$ cat src/orb_pkg.sv
// orb_pkg: shared types and constants for the orbit camera offset block.
// Holds the CORDIC arctangent table, fixed-point constants, state and struct types.
// Depends on nothing; every module of the block imports it.
package orb_pkg;

   // Fixed-point formats
   localparam int TRIG_W     = 32;            // Q2.30 sine / cosine
   localparam int CORDIC_W   = 34;            // CORDIC datapath, headroom over Q2.30
   localparam int PROD_W     = 64;            // shared multiplier product
   localparam int OFFSET_W   = 17;            // signed Q8.8 offset
   localparam int RADIUS_W   = 16;
   localparam int ELEV_W     = 15;            // elevation state, 0..32767
   localparam int ELEV_SUM_W = 18;            // elevation plus signed step
   localparam int STEP_IN_W  = 16;

   localparam logic signed [TRIG_W-1:0]   Q30_ONE      = 32'sh4000_0000;
   localparam logic signed [CORDIC_W-1:0] Q30_ONE_WIDE = 34'sh0_4000_0000;
   localparam logic signed [CORDIC_W-1:0] CORDIC_START = 34'sd652032874;
   localparam logic signed [PROD_W-1:0]   ROUND_HALF   = 64'sd536870912;
   localparam logic signed [TRIG_W-1:0]   OFFSET_LIMIT = 32'sd65535;

   // Arctangent of 2^-i, 2^32 units per turn
   localparam int ATAN_DEPTH = 24;
   localparam int ATAN_IDX_W = 5;
   localparam logic [31:0] ATAN_TURNS [ATAN_DEPTH] = '{
      32'h20000000, 32'h12E4051E, 32'h09FB385B, 32'h051111D4, 32'h028B0D43, 32'h0145D7E1,
      32'h00A2F61E, 32'h00517C55, 32'h0028BE53, 32'h00145F2F, 32'h000A2F98, 32'h000517CC,
      32'h00028BE6, 32'h000145F3, 32'h0000A2FA, 32'h0000517D, 32'h000028BE, 32'h0000145F,
      32'h00000A30, 32'h00000518, 32'h0000028C, 32'h00000146, 32'h000000A3, 32'h00000051
   };

   // Configuration register indexes
   localparam int CSR_INDEX_W = 2;
   localparam logic [CSR_INDEX_W-1:0] CSR_ORBIT_RADIUS  = 2'd0;
   localparam logic [CSR_INDEX_W-1:0] CSR_ELEVATION_MIN = 2'd1;
   localparam logic [CSR_INDEX_W-1:0] CSR_ELEVATION_MAX = 2'd2;

   localparam logic [RADIUS_W-1:0] RADIUS_RESET   = 16'd2560;
   localparam logic [ELEV_W-1:0]   ELEV_MIN_RESET = 15'd104;
   localparam logic [ELEV_W-1:0]   ELEV_MAX_RESET = 15'd16384;

   // Quarter-turn pre-rotation applied ahead of the CORDIC iterations
   typedef enum logic [1:0] {
      ROT_NONE,
      ROT_POS,
      ROT_NEG
   } rot_type;

   // Top-level sequencer
   typedef enum logic [3:0] {
      ST_IDLE,
      ST_AZ_GO,
      ST_AZ_WAIT,
      ST_EL_GO,
      ST_EL_WAIT,
      ST_MUL_SA,
      ST_MUL_RCE,
      ST_MUL_SCA,
      ST_MUL_RT1,
      ST_MUL_RT2,
      ST_FINISH
   } state_type;

   // CORDIC result bundle: done pulse with clamped Q2.30 cosine and sine
   typedef struct packed {
      logic                     done;
      logic signed [TRIG_W-1:0] cos_q;
      logic signed [TRIG_W-1:0] sin_q;
   } cordic_out_type;

endpackage

$ cat src/orb_cordic.sv
// orb_cordic: iterative CORDIC in rotation mode, one micro-rotation per cycle.
// Produces clamped Q2.30 cosine and sine of a 32-bit binary angle.
// Depends on orb_pkg for the arctangent table, constants and result struct.
module orb_cordic import orb_pkg::*; #(
   parameter int CORDIC_STEPS = 16
) (
   input  logic           clock,
   input  logic           reset,
   input  logic           start,
   input  logic [31:0]    turn,
   output cordic_out_type result
);

   localparam int STEP_W = (CORDIC_STEPS > 1) ? $clog2(CORDIC_STEPS) : 1;
   localparam logic [STEP_W-1:0] LAST_STEP = STEP_W'(CORDIC_STEPS - 1);

   logic signed [CORDIC_W-1:0] x_ff, x_in;
   logic signed [CORDIC_W-1:0] y_ff, y_in;
   logic signed [CORDIC_W-1:0] z_ff, z_in;
   rot_type                    rot_ff, rot_in;
   logic [STEP_W-1:0]          step_ff, step_in;
   logic                       busy_ff, busy_in;
   logic                       done_ff, done_in;

   logic signed [TRIG_W-1:0]   angle;
   logic signed [CORDIC_W-1:0] dx, dy, atan_val;
   logic signed [CORDIC_W-1:0] cos_raw, sin_raw;
   logic                       last_step;

   function automatic logic signed [TRIG_W-1:0] clamp_one(input logic signed [CORDIC_W-1:0] v);
      logic signed [TRIG_W-1:0] r;
      if (v > Q30_ONE_WIDE) begin
         r = Q30_ONE;
      end else if (v < -Q30_ONE_WIDE) begin
         r = -Q30_ONE;
      end else begin
         r = TRIG_W'(v);
      end
      return r;
   endfunction

   assign angle     = signed'(turn);
   assign last_step = busy_ff && (step_ff == LAST_STEP);
   assign dx        = y_ff >>> step_ff;
   assign dy        = x_ff >>> step_ff;
   assign atan_val  = signed'({2'b00, ATAN_TURNS[ATAN_IDX_W'(step_ff)]});

   always_comb begin
      x_in    = x_ff;
      y_in    = y_ff;
      z_in    = z_ff;
      rot_in  = rot_ff;
      step_in = step_ff;
      busy_in = busy_ff;
      done_in = last_step;
      if (start) begin
         x_in    = CORDIC_START;
         y_in    = '0;
         step_in = '0;
         busy_in = 1'b1;
         // fold the angle into the right half plane
         if (angle > Q30_ONE) begin
            z_in   = CORDIC_W'(angle - Q30_ONE);
            rot_in = ROT_POS;
         end else if (angle < -Q30_ONE) begin
            z_in   = CORDIC_W'(angle + Q30_ONE);
            rot_in = ROT_NEG;
         end else begin
            z_in   = CORDIC_W'(angle);
            rot_in = ROT_NONE;
         end
      end else if (busy_ff) begin
         if (!z_ff[CORDIC_W-1]) begin
            x_in = x_ff - dx;
            y_in = y_ff + dy;
            z_in = z_ff - atan_val;
         end else begin
            x_in = x_ff + dx;
            y_in = y_ff - dy;
            z_in = z_ff + atan_val;
         end
         step_in = step_ff + 1'b1;
         if (last_step) begin
            busy_in = 1'b0;
         end
      end
   end

   always_ff @(posedge clock) begin
      if (reset) begin
         busy_ff <= 1'b0;
         done_ff <= 1'b0;
         rot_ff  <= ROT_NONE;
         step_ff <= '0;
      end else begin
         busy_ff <= busy_in;
         done_ff <= done_in;
         rot_ff  <= rot_in;
         step_ff <= step_in;
      end
   end

   always_ff @(posedge clock) begin
      x_ff <= x_in;
      y_ff <= y_in;
      z_ff <= z_in;
   end

   // undo the quarter-turn fold
   always_comb begin
      case (rot_ff)
         ROT_POS: begin
            cos_raw = -y_ff;
            sin_raw = x_ff;
         end
         ROT_NEG: begin
            cos_raw = y_ff;
            sin_raw = -x_ff;
         end
         default: begin
            cos_raw = x_ff;
            sin_raw = y_ff;
         end
      endcase
   end

   assign result.done  = done_ff;
   assign result.cos_q = clamp_one(cos_raw);
   assign result.sin_q = clamp_one(sin_raw);

endmodule

$ cat src/orbit_angle_to_offset.sv
// orbit_angle_to_offset: top level of the orbit camera offset block.
// Holds the angle state, configuration registers, sequencer and shared multiplier.
// Depends on orb_pkg and instantiates orb_cordic.

// Each accepted word carries an azimuth step and an elevation step in signed
// binary angle units (65536 per turn). The block advances its azimuth (the step
// flips sign while the camera is upside down), clamps the elevation between
// elevation_min and elevation_max, sets the up flag, and returns one result word
// with the camera offset radius*(sin e sin a, cos e, sin e cos a) in signed Q8.8,
// saturated to +-65535, plus the new up flag. Sine and cosine come from one
// iterative CORDIC unit, run once for the azimuth and once for the elevation,
// one micro-rotation per cycle; five products then go through one shared
// 32x32 multiplier, one per cycle. A new word is taken only once the last one
// has gone through the whole sequence: req_ready is high only while the
// sequencer idles. A finished result sits in the output register until taken,
// so the next word can be accepted while it waits. Configuration writes land
// at once and must be made only while no item is in flight.
module orbit_angle_to_offset import orb_pkg::*; #(
   parameter int ANGLE_BITS   = 16,
   parameter int CORDIC_STEPS = 16
) (
   input  logic                        clock,
   input  logic                        reset,
   // request channel
   input  logic                        req_valid,
   output logic                        req_ready,
   input  logic signed [STEP_IN_W-1:0] req_azimuth_step,
   input  logic signed [STEP_IN_W-1:0] req_elevation_step,
   // response channel
   output logic                        rsp_valid,
   input  logic                        rsp_ready,
   output logic signed [OFFSET_W-1:0]  rsp_offset_x,
   output logic signed [OFFSET_W-1:0]  rsp_offset_y,
   output logic signed [OFFSET_W-1:0]  rsp_offset_z,
   output logic                        rsp_is_upright,
   // configuration port
   input  logic                        csr_write,
   input  logic [CSR_INDEX_W-1:0]      csr_index,
   input  logic [RADIUS_W-1:0]         csr_wdata
);

   localparam int LSHIFT = (ANGLE_BITS >= STEP_IN_W) ? ANGLE_BITS - STEP_IN_W : 0;
   localparam int RSHIFT = (ANGLE_BITS <  STEP_IN_W) ? STEP_IN_W - ANGLE_BITS : 0;
   localparam int AZ_PAD = 32 - ANGLE_BITS;
   localparam int WIDE_W = ANGLE_BITS + STEP_IN_W;

   // configuration registers
   logic [RADIUS_W-1:0] radius_ff, radius_in;
   logic [ELEV_W-1:0]   elev_min_ff, elev_min_in;
   logic [ELEV_W-1:0]   elev_max_ff, elev_max_in;

   // angle state
   logic [ANGLE_BITS-1:0] azimuth_ff, azimuth_in;
   logic [ELEV_W-1:0]     elevation_ff, elevation_in;
   logic                  upright_ff, upright_in;

   // sequencer
   state_type state_ff, state_in;

   // trig results and products
   logic signed [TRIG_W-1:0] sa_ff, ca_ff, se_ff, ce_ff;
   logic signed [TRIG_W-1:0] t_ff;
   logic signed [PROD_W-1:0] prod_ff, prod_in;
   logic signed [OFFSET_W-1:0] ox_ff, oy_ff;

   // output register
   logic                       rsp_valid_ff, rsp_valid_in;
   logic signed [OFFSET_W-1:0] rsp_x_ff, rsp_y_ff, rsp_z_ff;
   logic                       rsp_up_ff;

   // datapath signals
   logic                         accept;
   logic                         out_free;
   logic signed [WIDE_W-1:0]     step_wide;
   logic [ANGLE_BITS-1:0]        az_delta;
   logic signed [ELEV_SUM_W-1:0] elev_sum, elev_lo, elev_hi;
   logic [31:0]                  az_turn, el_turn;
   logic                         cordic_start;
   logic [31:0]                  cordic_turn;
   cordic_out_type               cordic_res;
   logic signed [TRIG_W-1:0]     mul_a, mul_b;
   logic                         mul_en;
   logic signed [PROD_W-1:0]     prod_rnd_sum;
   logic signed [TRIG_W-1:0]     prod_rnd;
   logic signed [OFFSET_W-1:0]   prod_sat;

   assign accept   = req_valid && req_ready;
   assign out_free = !rsp_valid_ff || rsp_ready;

   // ---------------------------------------------------------------
   // Configuration writes
   // ---------------------------------------------------------------
   always_comb begin
      radius_in   = radius_ff;
      elev_min_in = elev_min_ff;
      elev_max_in = elev_max_ff;
      if (csr_write) begin
         case (csr_index)
            CSR_ORBIT_RADIUS:  radius_in   = csr_wdata;
            CSR_ELEVATION_MIN: elev_min_in = csr_wdata[ELEV_W-1:0];
            CSR_ELEVATION_MAX: elev_max_in = csr_wdata[ELEV_W-1:0];
            default: ;
         endcase
      end
   end

   // ---------------------------------------------------------------
   // Angle update, done in the accept cycle
   // ---------------------------------------------------------------
   always_comb begin
      // scale the step to the azimuth resolution (floor when narrowing)
      step_wide = WIDE_W'(req_azimuth_step);
      az_delta  = ANGLE_BITS'((step_wide <<< LSHIFT) >>> RSHIFT);

      elev_sum = signed'(ELEV_SUM_W'({1'b0, elevation_ff})) + ELEV_SUM_W'(req_elevation_step);
      elev_lo  = signed'(ELEV_SUM_W'({1'b0, elev_min_ff}));
      elev_hi  = signed'(ELEV_SUM_W'({1'b0, elev_max_ff}));

      azimuth_in   = azimuth_ff;
      elevation_in = elevation_ff;
      upright_in   = upright_ff;
      if (accept) begin
         // steer backward while upside down
         azimuth_in = upright_ff ? azimuth_ff + az_delta : azimuth_ff - az_delta;
         if (elev_sum < elev_lo) begin
            elevation_in = elev_min_ff;
         end else if (elev_sum > elev_hi) begin
            elevation_in = elev_max_ff;
         end else begin
            elevation_in = elev_sum[ELEV_W-1:0];
         end
         // clamped elevation never reaches half a turn, so only zero reads as down
         upright_in = (elevation_in != '0);
      end
   end

   assign az_turn = {azimuth_ff, {AZ_PAD{1'b0}}};
   assign el_turn = {1'b0, elevation_ff, 16'h0000};

   // ---------------------------------------------------------------
   // Shared CORDIC
   // ---------------------------------------------------------------
   orb_cordic #(
      .CORDIC_STEPS (CORDIC_STEPS)
   ) u_cordic (
      .clock  (clock),
      .reset  (reset),
      .start  (cordic_start),
      .turn   (cordic_turn),
      .result (cordic_res)
   );

   // ---------------------------------------------------------------
   // Sequencer: next state
   // ---------------------------------------------------------------
   always_comb begin
      state_in = state_ff;
      case (state_ff)
         ST_IDLE:    if (req_valid) state_in = ST_AZ_GO;
         ST_AZ_GO:   state_in = ST_AZ_WAIT;
         ST_AZ_WAIT: if (cordic_res.done) state_in = ST_EL_GO;
         ST_EL_GO:   state_in = ST_EL_WAIT;
         ST_EL_WAIT: if (cordic_res.done) state_in = ST_MUL_SA;
         ST_MUL_SA:  state_in = ST_MUL_RCE;
         ST_MUL_RCE: state_in = ST_MUL_SCA;
         ST_MUL_SCA: state_in = ST_MUL_RT1;
         ST_MUL_RT1: state_in = ST_MUL_RT2;
         ST_MUL_RT2: state_in = ST_FINISH;
         ST_FINISH:  if (out_free) state_in = ST_IDLE;
         default:    state_in = ST_IDLE;
      endcase
   end

   // ---------------------------------------------------------------
   // Sequencer: outputs and multiplier operand select
   //   MUL_SA : se*sa
   //   MUL_RCE: r*ce,        t  <- round(se*sa)
   //   MUL_SCA: se*ca,       oy <- sat(round(r*ce))
   //   MUL_RT1: r*t (x),     t  <- round(se*ca)
   //   MUL_RT2: r*t (z),     ox <- sat(round(r*t))
   //   FINISH : oz <- sat(round(r*t)) straight into the output register
   // ---------------------------------------------------------------
   always_comb begin
      req_ready    = 1'b0;
      cordic_start = 1'b0;
      cordic_turn  = az_turn;
      mul_en       = 1'b0;
      mul_a        = se_ff;
      mul_b        = sa_ff;
      case (state_ff)
         ST_IDLE:  req_ready = 1'b1;
         ST_AZ_GO: cordic_start = 1'b1;
         ST_EL_GO: begin
            cordic_start = 1'b1;
            cordic_turn  = el_turn;
         end
         ST_MUL_SA: mul_en = 1'b1;
         ST_MUL_RCE: begin
            mul_en = 1'b1;
            mul_a  = signed'(TRIG_W'(radius_ff));
            mul_b  = ce_ff;
         end
         ST_MUL_SCA: begin
            mul_en = 1'b1;
            mul_b  = ca_ff;
         end
         ST_MUL_RT1, ST_MUL_RT2: begin
            mul_en = 1'b1;
            mul_a  = signed'(TRIG_W'(radius_ff));
            mul_b  = t_ff;
         end
         default: ;
      endcase
   end

   assign prod_in = mul_a * mul_b;

   // round half up to Q2.30 / Q8.8, then saturate for the offsets
   always_comb begin
      prod_rnd_sum = prod_ff + ROUND_HALF;
      prod_rnd     = signed'(prod_rnd_sum[61:30]);
      if (prod_rnd > OFFSET_LIMIT) begin
         prod_sat = OFFSET_W'(OFFSET_LIMIT);
      end else if (prod_rnd < -OFFSET_LIMIT) begin
         prod_sat = OFFSET_W'(-OFFSET_LIMIT);
      end else begin
         prod_sat = prod_rnd[OFFSET_W-1:0];
      end
   end

   always_comb begin
      rsp_valid_in = rsp_valid_ff;
      if (rsp_valid_ff && rsp_ready) begin
         rsp_valid_in = 1'b0;
      end
      if (state_ff == ST_FINISH && out_free) begin
         rsp_valid_in = 1'b1;
      end
   end

   // ---------------------------------------------------------------
   // Control and state registers
   // ---------------------------------------------------------------
   always_ff @(posedge clock) begin
      if (reset) begin
         state_ff     <= ST_IDLE;
         rsp_valid_ff <= 1'b0;
         radius_ff    <= RADIUS_RESET;
         elev_min_ff  <= ELEV_MIN_RESET;
         elev_max_ff  <= ELEV_MAX_RESET;
         azimuth_ff   <= '0;
         elevation_ff <= '0;
         upright_ff   <= 1'b1;
      end else begin
         state_ff     <= state_in;
         rsp_valid_ff <= rsp_valid_in;
         radius_ff    <= radius_in;
         elev_min_ff  <= elev_min_in;
         elev_max_ff  <= elev_max_in;
         azimuth_ff   <= azimuth_in;
         elevation_ff <= elevation_in;
         upright_ff   <= upright_in;
      end
   end

   // ---------------------------------------------------------------
   // Datapath registers
   // ---------------------------------------------------------------
   always_ff @(posedge clock) begin
      if (mul_en) begin
         prod_ff <= prod_in;
      end
      if (state_ff == ST_AZ_WAIT && cordic_res.done) begin
         sa_ff <= cordic_res.sin_q;
         ca_ff <= cordic_res.cos_q;
      end
      if (state_ff == ST_EL_WAIT && cordic_res.done) begin
         se_ff <= cordic_res.sin_q;
         ce_ff <= cordic_res.cos_q;
      end
      if (state_ff == ST_MUL_RCE || state_ff == ST_MUL_RT1) begin
         t_ff <= prod_rnd;
      end
      if (state_ff == ST_MUL_SCA) begin
         oy_ff <= prod_sat;
      end
      if (state_ff == ST_MUL_RT2) begin
         ox_ff <= prod_sat;
      end
      if (state_ff == ST_FINISH && out_free) begin
         rsp_x_ff  <= ox_ff;
         rsp_y_ff  <= oy_ff;
         rsp_z_ff  <= prod_sat;
         rsp_up_ff <= upright_ff;
      end
   end

   assign rsp_valid      = rsp_valid_ff;
   assign rsp_offset_x   = rsp_x_ff;
   assign rsp_offset_y   = rsp_y_ff;
   assign rsp_offset_z   = rsp_z_ff;
   assign rsp_is_upright = rsp_up_ff;

   // ---------------------------------------------------------------
   // Assertions
   // ---------------------------------------------------------------
   // elevation lands inside the limits, or on a limit when they are inverted
   a_elev_clamped: assert property (@(posedge clock) disable iff (reset)
      accept |=> ((elevation_ff >= $past(elev_min_ff)) && (elevation_ff <= $past(elev_max_ff)))
                 || (elevation_ff == $past(elev_min_ff)) || (elevation_ff == $past(elev_max_ff)))
      else $error("elevation outside clamp limits");

   // up flag tracks a nonzero elevation after every step
   a_upright_flag: assert property (@(posedge clock) disable iff (reset)
      accept |=> (upright_ff == (elevation_ff != '0)))
      else $error("up flag disagrees with elevation");

   // CORDIC completes only while the sequencer waits for it
   a_cordic_done: assert property (@(posedge clock) disable iff (reset)
      cordic_res.done |-> (state_ff == ST_AZ_WAIT || state_ff == ST_EL_WAIT))
      else $error("CORDIC done outside a wait state");

   // a result appears only out of the finish state
   a_rsp_source: assert property (@(posedge clock) disable iff (reset)
      $rose(rsp_valid_ff) |-> ($past(state_ff) == ST_FINISH))
      else $error("response raised outside finish");

   // no new word enters while the sequencer is busy
   a_one_item: assert property (@(posedge clock) disable iff (reset)
      accept |=> (state_ff == ST_AZ_GO) && !req_ready)
      else $error("accept did not start the sequence");

endmodule

$ cat config.mk
export PLATFORM = sky130hd
export DESIGN_NAME = orbit_angle_to_offset
export DESIGN_NICKNAME = d
export VERILOG_FILES = /design/src/orb_pkg.sv /design/src/orb_cordic.sv /design/src/orbit_angle_to_offset.sv
export SDC_FILE = /design/constraint.sdc
export NUM_CORES = 2
export LEC_CHECK = 0
export BUFFER_PORTS_ARGS = -buffer_cell sky130_fd_sc_hd__buf_2
export CORE_UTILIZATION = 40
export CTS_BUF_LIST = sky130_fd_sc_hd__clkbuf_4
export CTS_CLUSTER_DIAMETER = 150
export DETAILED_ROUTE_END_ITERATION = 12
export PLACE_DENSITY_LB_ADDON = 0.15
export RECOVER_POWER = 25
export REMOVE_ABC_BUFFERS = 1
export SYNTH_ARGS = -nofsm -noshare
export SYNTH_HDL_FRONTEND = slang
export SYNTH_SLANG_ARGS = --single-unit
$ cat constraint.sdc
create_clock -name clock -period 25.4 [get_ports clock]
set_clock_uncertainty 0.15 [all_clocks]
set_input_delay 2.54 -clock clock [delete_from_list [all_inputs] [get_ports clock]]
set_output_delay 2.54 -clock clock [all_outputs]
set_load 0.01 [all_outputs]
# --- After elaboration in Yosys (flattened, before gate mapping) ---
# Memories as Yosys holds them, arrays and structs flattened.
# Index checks and enable logic that the tools add are counted.
totals:
  register_bits: 501
  romBits: 1024
  inputBits: 55
  output_inout_bits: 54
  elab_cells: 139
  memories: 1
classes:
  n_addsub: 15
  multipliers: 1
  n_lt_le_gt_ge: 11
  n_eq_ne: 19
  shifts: 2
  muxes: 39
  bitwise: 1
  n_reduce_logical: 23
memory_table:
  columns: ["name", "depth", "width", "read_ports", "rd_ports_with_merged_regs", "write_ports", "line", "source"]
  rows:
  - ["(name not given)", 32, 32, 1, 0, 0, "orb_cordic.sv:46", "assign atan_val = signed'({2'b00, ATAN_TURNS[ATAN_IDX_W'(step_ff)]});"]
ops:
  columns: ["operator", "n"]
  rows:
  - ["2-to-1 mux 32 bit", 8]
  - ["2-to-1 mux 34 bit", 7]
  - ["one-hot mux 34 bit (2 select lines)", 2]
  - ["one-hot mux 32 bit (3 select lines)", 1]
  - ["adder 34 bit", 2]
  - ["greater-than comparator 34 x 32 -> 1 bit (second input constant)", 2]
  - ["less-than comparator 34 x 31 -> 1 bit (second input constant)", 2]
  - ["negation 34 bit", 2]
  - [">>> shifter 34 x 4 -> 34 bit", 2]
  - ["subtractor 34 bit", 2]
  - ["adder 62 x 31 -> 62 bit (second input constant)", 1]
  - ["multiplier 32 x 32 -> 62 bit", 1]
  - ["2-to-1 mux 15 bit", 3]
  - ["one-hot mux 4 bit (11 select lines)", 1]
  - ["adder 34 x 33 -> 34 bit", 1]
  - ["2-to-1 mux 17 bit", 2]
  - ["subtractor 34 x 33 -> 34 bit", 1]
  - ["adder 32 x 32 -> 33 bit (second input constant)", 1]
  - ["subtractor 32 x 32 -> 33 bit (second input constant)", 1]
  - ["greater-than comparator 32 x 17 -> 1 bit (second input constant)", 1]
  - ["greater-than comparator 32 bit (second input constant)", 1]
  - ["less-than comparator 32 x 17 -> 1 bit (second input constant)", 1]
  - ["less-than comparator 32 x 31 -> 1 bit (second input constant)", 1]
  - ["adder 16 x 16 -> 17 bit", 1]
  - ["other kinds (31)", 64]

# --- Longest topological paths before layout ---
logic_depth:
  word_depth: 8
  ltp_mapped: 39
  depth_no_buf: 33

# --- Hierarchy ---
# Synthesis repeated with hierarchy kept, for this count alone.
unflattened:
  hier_cells: 7531
  area_unflattened_um2: 68027.7
by_module_without_submodules:
  columns: ["module", "n_inst", "cells_each", "area_each_um2", "seq_area_each_um2"]
  rows:
  - ["orbit_angle_to_offset", 1, 5070, 49896.6, 10039.6]
  - ["orb_cordic", 1, 2461, 18131.1, 2542.4]

# --- Worst setup path before layout ---
# No wires, ideal clock.
synth_path:
  kind: "reg2reg"
  from: "register state_ff[1]"
  to: "register prod_ff[53] (data pin)"
  setup_time_ps: 262
  arrival_time_ps: 9248
  required_time_ps: 24988
  setup_slack_ps: 15740
  path_stages_with_launch: 34
  n_path_buf: 4
  period_less_slack_ps: 9660
  cell_sequence: "dfxtp_1 clkbuf_1 nor2b_1 and2_1 nor2_1 clkbuf_1 buf_1 mux2i_1 clkbuf_1 nor2_1 fa_1 fa_1 fa_1 inv_1 fa_1 inv_1 fa_1 fa_1 fa_1 inv_1 fa_1 inv_1 ha_1 a21o_1 a21o_1 a21o_1 a211o_1 a311oi_1 o41a_1 o211a_2 o21ai_1 a221oi_1 o21ai_1 xor2_1"
synth_via:
  elab_chain_len: 4
  elab_cells_between_ends: 9
  classes_between: "1 x mul; 4 x eq/ne; 2 x mux; 2 x reduce/logical"
synth_lines:
  columns: ["item", "line", "source"]
  rows:
  - ["start, declared", "orbit_angle_to_offset.sv:58", "state_type state_ff, state_in;"]
  - ["start signal, assigned", "orbit_angle_to_offset.sv:255", "state_ff <= state_in;"]
  - ["equality test 4 bit or equality test 4 x 3 -> 1 bit (tied branches)", "orbit_angle_to_offset.sv:190", "case (state_ff)"]
  - ["OR reduction 2 bit or OR reduction 3 bit (tied branches)", null, null]
  - ["one-hot mux 32 bit (3 select lines) or 2-to-1 mux 32 bit (tied branches)", "orbit_angle_to_offset.sv:190", null]
  - ["multiplier 32 x 32 -> 62 bit *", "orbit_angle_to_offset.sv:216", "assign prod_in = mul_a * mul_b;"]
  - ["via prod_in[53]", "orbit_angle_to_offset.sv:63", "logic signed [PROD_W-1:0] prod_ff, prod_in;"]
  - ["end signal, assigned", "orbit_angle_to_offset.sv:271", "prod_ff <= prod_in;"]
  - ["end, declared", "orbit_angle_to_offset.sv:63", null]
# Mark *: on every way through the listed nets, which the timed path passes. The rest lies on a longest branch.
# A chain may end at the register's enable or synchronous reset.

# --- Worst setup path after layout ---
# Same ends and word-level chain as after synthesis.

==> results.md <==
* Number of enable flip-flop cells after synthesis at 313
* Pwr dens at 87.0 nW/µm²
* Worst setup path startpoint: state_ff[1]
* Number of warning messages in the yosys log at 0
* Fraction of power spent switching nets at 0.486
* Synth Area in XOR/XNOR at 0.0381
* Status: complete, but fails checks
* Layout Area Growth over Synthesis at 6.67%
* Finished layout cell area at between 70000 and 80000 µm²
* Highest-delay cell along the critical path: sky130_fd_sc_hd__clkbuf_1
* Unrepaired setup endpoints after global routing: no
* Largest family of logic cells by synthesized area: adder cells
* Number of DRC markers in iteration 0 at 4898
* Sequential fraction of the synthesis area at 0.184
* Post-CTS Setup Bufs at 0
* Most instantiated flip-flop cell in the synthesis netlist: sky130_fd_sc_hd__edfxtp_1
* Reg clk slew, reported paths at 0.06 ns
* Sort of element at the end of the critical path: flop
* Int Power at around 3300 µW
* CP startpoint kind: flop
* Mapped Avg Cell Area at 9.10 µm²
* Sinks on Clock Net at 472
* DRC violation count after routing at 0
* Largest vdd supply drop at 0.0955 mV
* Area of the die at 173000 µm²
* Post-synth top area cell: sky130_fd_sc_hd__fa_1
* Area share of the largest cell type after synthesis at 0.312
* Vert. Die Dim at 416 µm
* Wire length of the first global-routing pass at 346 mm
* TritonCTS clock tree: built
* Total routing usage reported by global routing at 0.265
* Root buffer cell: sky130_fd_sc_hd__clkbuf_4
* Number of nets at the end of the flow at 8925
* Synth cell types at 112
* Overall die width at 416 µm
* Maximum buffer depth of the clock tree at 3
* Worst r2r src: state_ff[1]
* Adder and majority cell fraction of the synthesized area at 0.376
* Max transition margin at -1.80
* Switching Power at between 3000 and 4000 µW
* Routability cong. at 0.949
* Grt total ovfl at 0
* Fraction of the mapped netlist area in simple logic gates at 0.157
* Wire per inst at 23.3 µm
* Initial Utilization at 0.404
* Number of iterations in the first detailed-routing pass at 7
* Total vias in the final route at 54555
* Total routed wirelength at 228 mm
* Least-Margin Pin Slew at 4.20 ns
* Max Transition Viols Final at 356
* Period Utilization, post-route at 0.493
* Most frequent CP cell: sky130_fd_sc_hd__fa_1
* TritonCTS buffer count at 137
* Endpoints failing setup at 0
* Share of cell area taken by muxes after synthesis at 0.0571
* Number of max-capacitance violations reported at 8
* Setup TNS at 0 ns
* Slowest stage delay, CP at 1.91 ns
* H-tree Lvls at 4
* Worst setup path class: flop to flop
* Relative contribution of the clock network to total power at 0.119
* Post-Syn Instances at 7520
* Worst endpoint required time at 26.02 ns
* Part of the power in combinational logic at 0.683
* Util after Layout at 0.430
* Worst-path maximum fanout at 48
* Worst hold start: ox_ff[7]
* Ys async rst share at 0
* Post-synth design cell area at between 60000 and 70000 µm²
* Synth Register Bits at 472
* Final critical delay including setup and external delays at ~13 ns
* Class of the most critical hold timing path: flop to flop
* Row count at about 150
* Data arrival time of the critical path at 13.14 ns
* Standard cell area after detailed placement at 71300 µm²
* Part of the total power dissipated in sequential elements at 0.198
* Final number of hold-violating endpoints at 0
* Share of layout cells above drive strength 1 at 0.0959
* Antenna violations before repair at 6
* Compound-gate portion of the synthesized area at 0.103
* Skew-Pair Late Insertion Delay at 1.09 ns
* Static Leakage at 0.0321 µW
* FMAX at 0.0798 GHz
* Number of buffers inserted by hold repair at cts at 0
* Biggest area contributors in the synthesized netlist: sky130_fd_sc_hd__fa_1, sky130_fd_sc_hd__edfxtp_1, sky130_fd_sc_hd__ha_1, sky130_fd_sc_hd__inv_1, sky130_fd_sc_hd__nand2_1
* Vias per cell at 5.58
* Post-CTS Resized at 0
* Antenna Nets Post-Route at 0
* Final HPWL from detailed placement at 174 mm
* Violated checks: capacitance limit, slew limit
* IO Port Bufs at 108
* Number of global-route vias before repair at between 50000 and 60000
* Maximum number of pins on one net before global-route repair at 79
* Placeable Area at 170000 µm²
* Boundary pin count at 109
[metal layers]
metal | vias to the layer above | share of wire | track usage
met5 | - | 0.00012 | 0
met2 | 2026 | 0.46 | 0.420
met1 | 27602 | 0.43 | 0.364
li1 | 24468 | - | -
met3 | 455 | 0.068 | 0.0400
met4 | 4 | 0.042 | 0.102
[logic make-up after synthesis]
| kind of cell | Yosys count |
|---|---|
| xor+xnor | 298 |
| flops | 472 |
| fa+ha+maj | 1415 |
| buf+inv | 1513 |
| mux | 269 |
| simple gates | 2440 |
| compound gates | 1113 |
[critical path, delay by kind of cell (launching register included)]
family | cells | cell delay, ns
adders and majority gates | 9 | 4.33
AOI/OAI and AO/OA | 8 | 3.18
buffers and inverters | 6 | 2.16
and+or+nand+nor | 6 | 1.36
DFF | 1 | 0.88
xor gates and xnor gates | 1 | 0.15
[per-stage QoR]
step / setup slack, ns / hold slack, ns / cells / total power [µW]
after global placement: 14.51 / 0.251 / 9534 / 5530
final: 12.87 / 0.260 / 9782 / 6350
after CTS: 14.32 / 0.251 / 9777 / 6360
after floorplan: 13.14 / 0.250 / 7082 / 4370
after detailed placement: 14.35 / 0.255 / 9534 / 5560
after global routing: 12.24 / 0.252 / 9782 / 6910
[layout by cell type (no fill, tap or decap), types with 155 or more instances in the layout]
cell and instances:
sky130_fd_sc_hd__ha_1 347, sky130_fd_sc_hd__inv_1 1067, sky130_fd_sc_hd__a21oi_1 321, sky130_fd_sc_hd__nor2_1 869, sky130_fd_sc_hd__dfxtp_1 155, sky130_fd_sc_hd__xnor2_1 180
sky130_fd_sc_hd__edfxtp_1 313, sky130_fd_sc_hd__nand2_1 947, sky130_fd_sc_hd__o21ai_0 234, sky130_fd_sc_hd__clkbuf_4 199, sky130_fd_sc_hd__fa_1 1066
[path summary, 6_finish.rpt]
check	to	slack (ns)	cells past startpoint
setup reg to reg	prod_ff[53]	12.87	30
setup / recovery	prod_ff[53]	12.87	30
hold / removal	rsp_offset_x[7]	0.26	0
hold reg to reg	rsp_offset_x[7]	0.26	0
[area by class of cell]
type,instances,area [µm²]
Timing Repair Buffer,234,1460
Antenna cell,5,12.5
Sequential cell,472,12600
Clock buffer,199,1490
Multi-Input combinational cell,5535,50400
Fill cell,16697,96600
Inverter,1075,4040
Clock inverter,44,283
Tap cell,2218,2780
[sequential cells by signal (all words and copies together), names as in the netlist, 32 cells and up]
register,cells
sa_ff,32
u_cordic.z_ff,34
ca_ff,32
se_ff,32
ce_ff,32
u_cordic.x_ff,34
u_cordic.y_ff,34
prod_ff,33
t_ff,32
[synthesized netlist by cell type (74+ instances only)]
library cell,count
sky130_fd_sc_hd__nor3_1,114
sky130_fd_sc_hd__nand2_1,947
sky130_fd_sc_hd__mux2i_1,124
sky130_fd_sc_hd__clkbuf_1,341
sky130_fd_sc_hd__o21ai_0,240
sky130_fd_sc_hd__xnor2_1,180
sky130_fd_sc_hd__a21o_1,110
sky130_fd_sc_hd__inv_1,1068
sky130_fd_sc_hd__xor2_1,118
sky130_fd_sc_hd__edfxtp_1,313
sky130_fd_sc_hd__fa_1,1066
sky130_fd_sc_hd__a21oi_1,321
sky130_fd_sc_hd__nand3_1,100
sky130_fd_sc_hd__mux4_2,74
sky130_fd_sc_hd__nor2_1,873
sky130_fd_sc_hd__ha_1,349
sky130_fd_sc_hd__dfxtp_1,159
[power groups by stage]
stage                     clock, µW  combinational, µW  sequential [µW]
after floorplan                   0               3190             1190
after CTS                       782               4330             1250
after detailed placement          0               4290             1270
after global placement            0               4260             1260
final                           755               4340             1260
after global routing            820               4820             1270
Power figures use the tool's default switching activity.
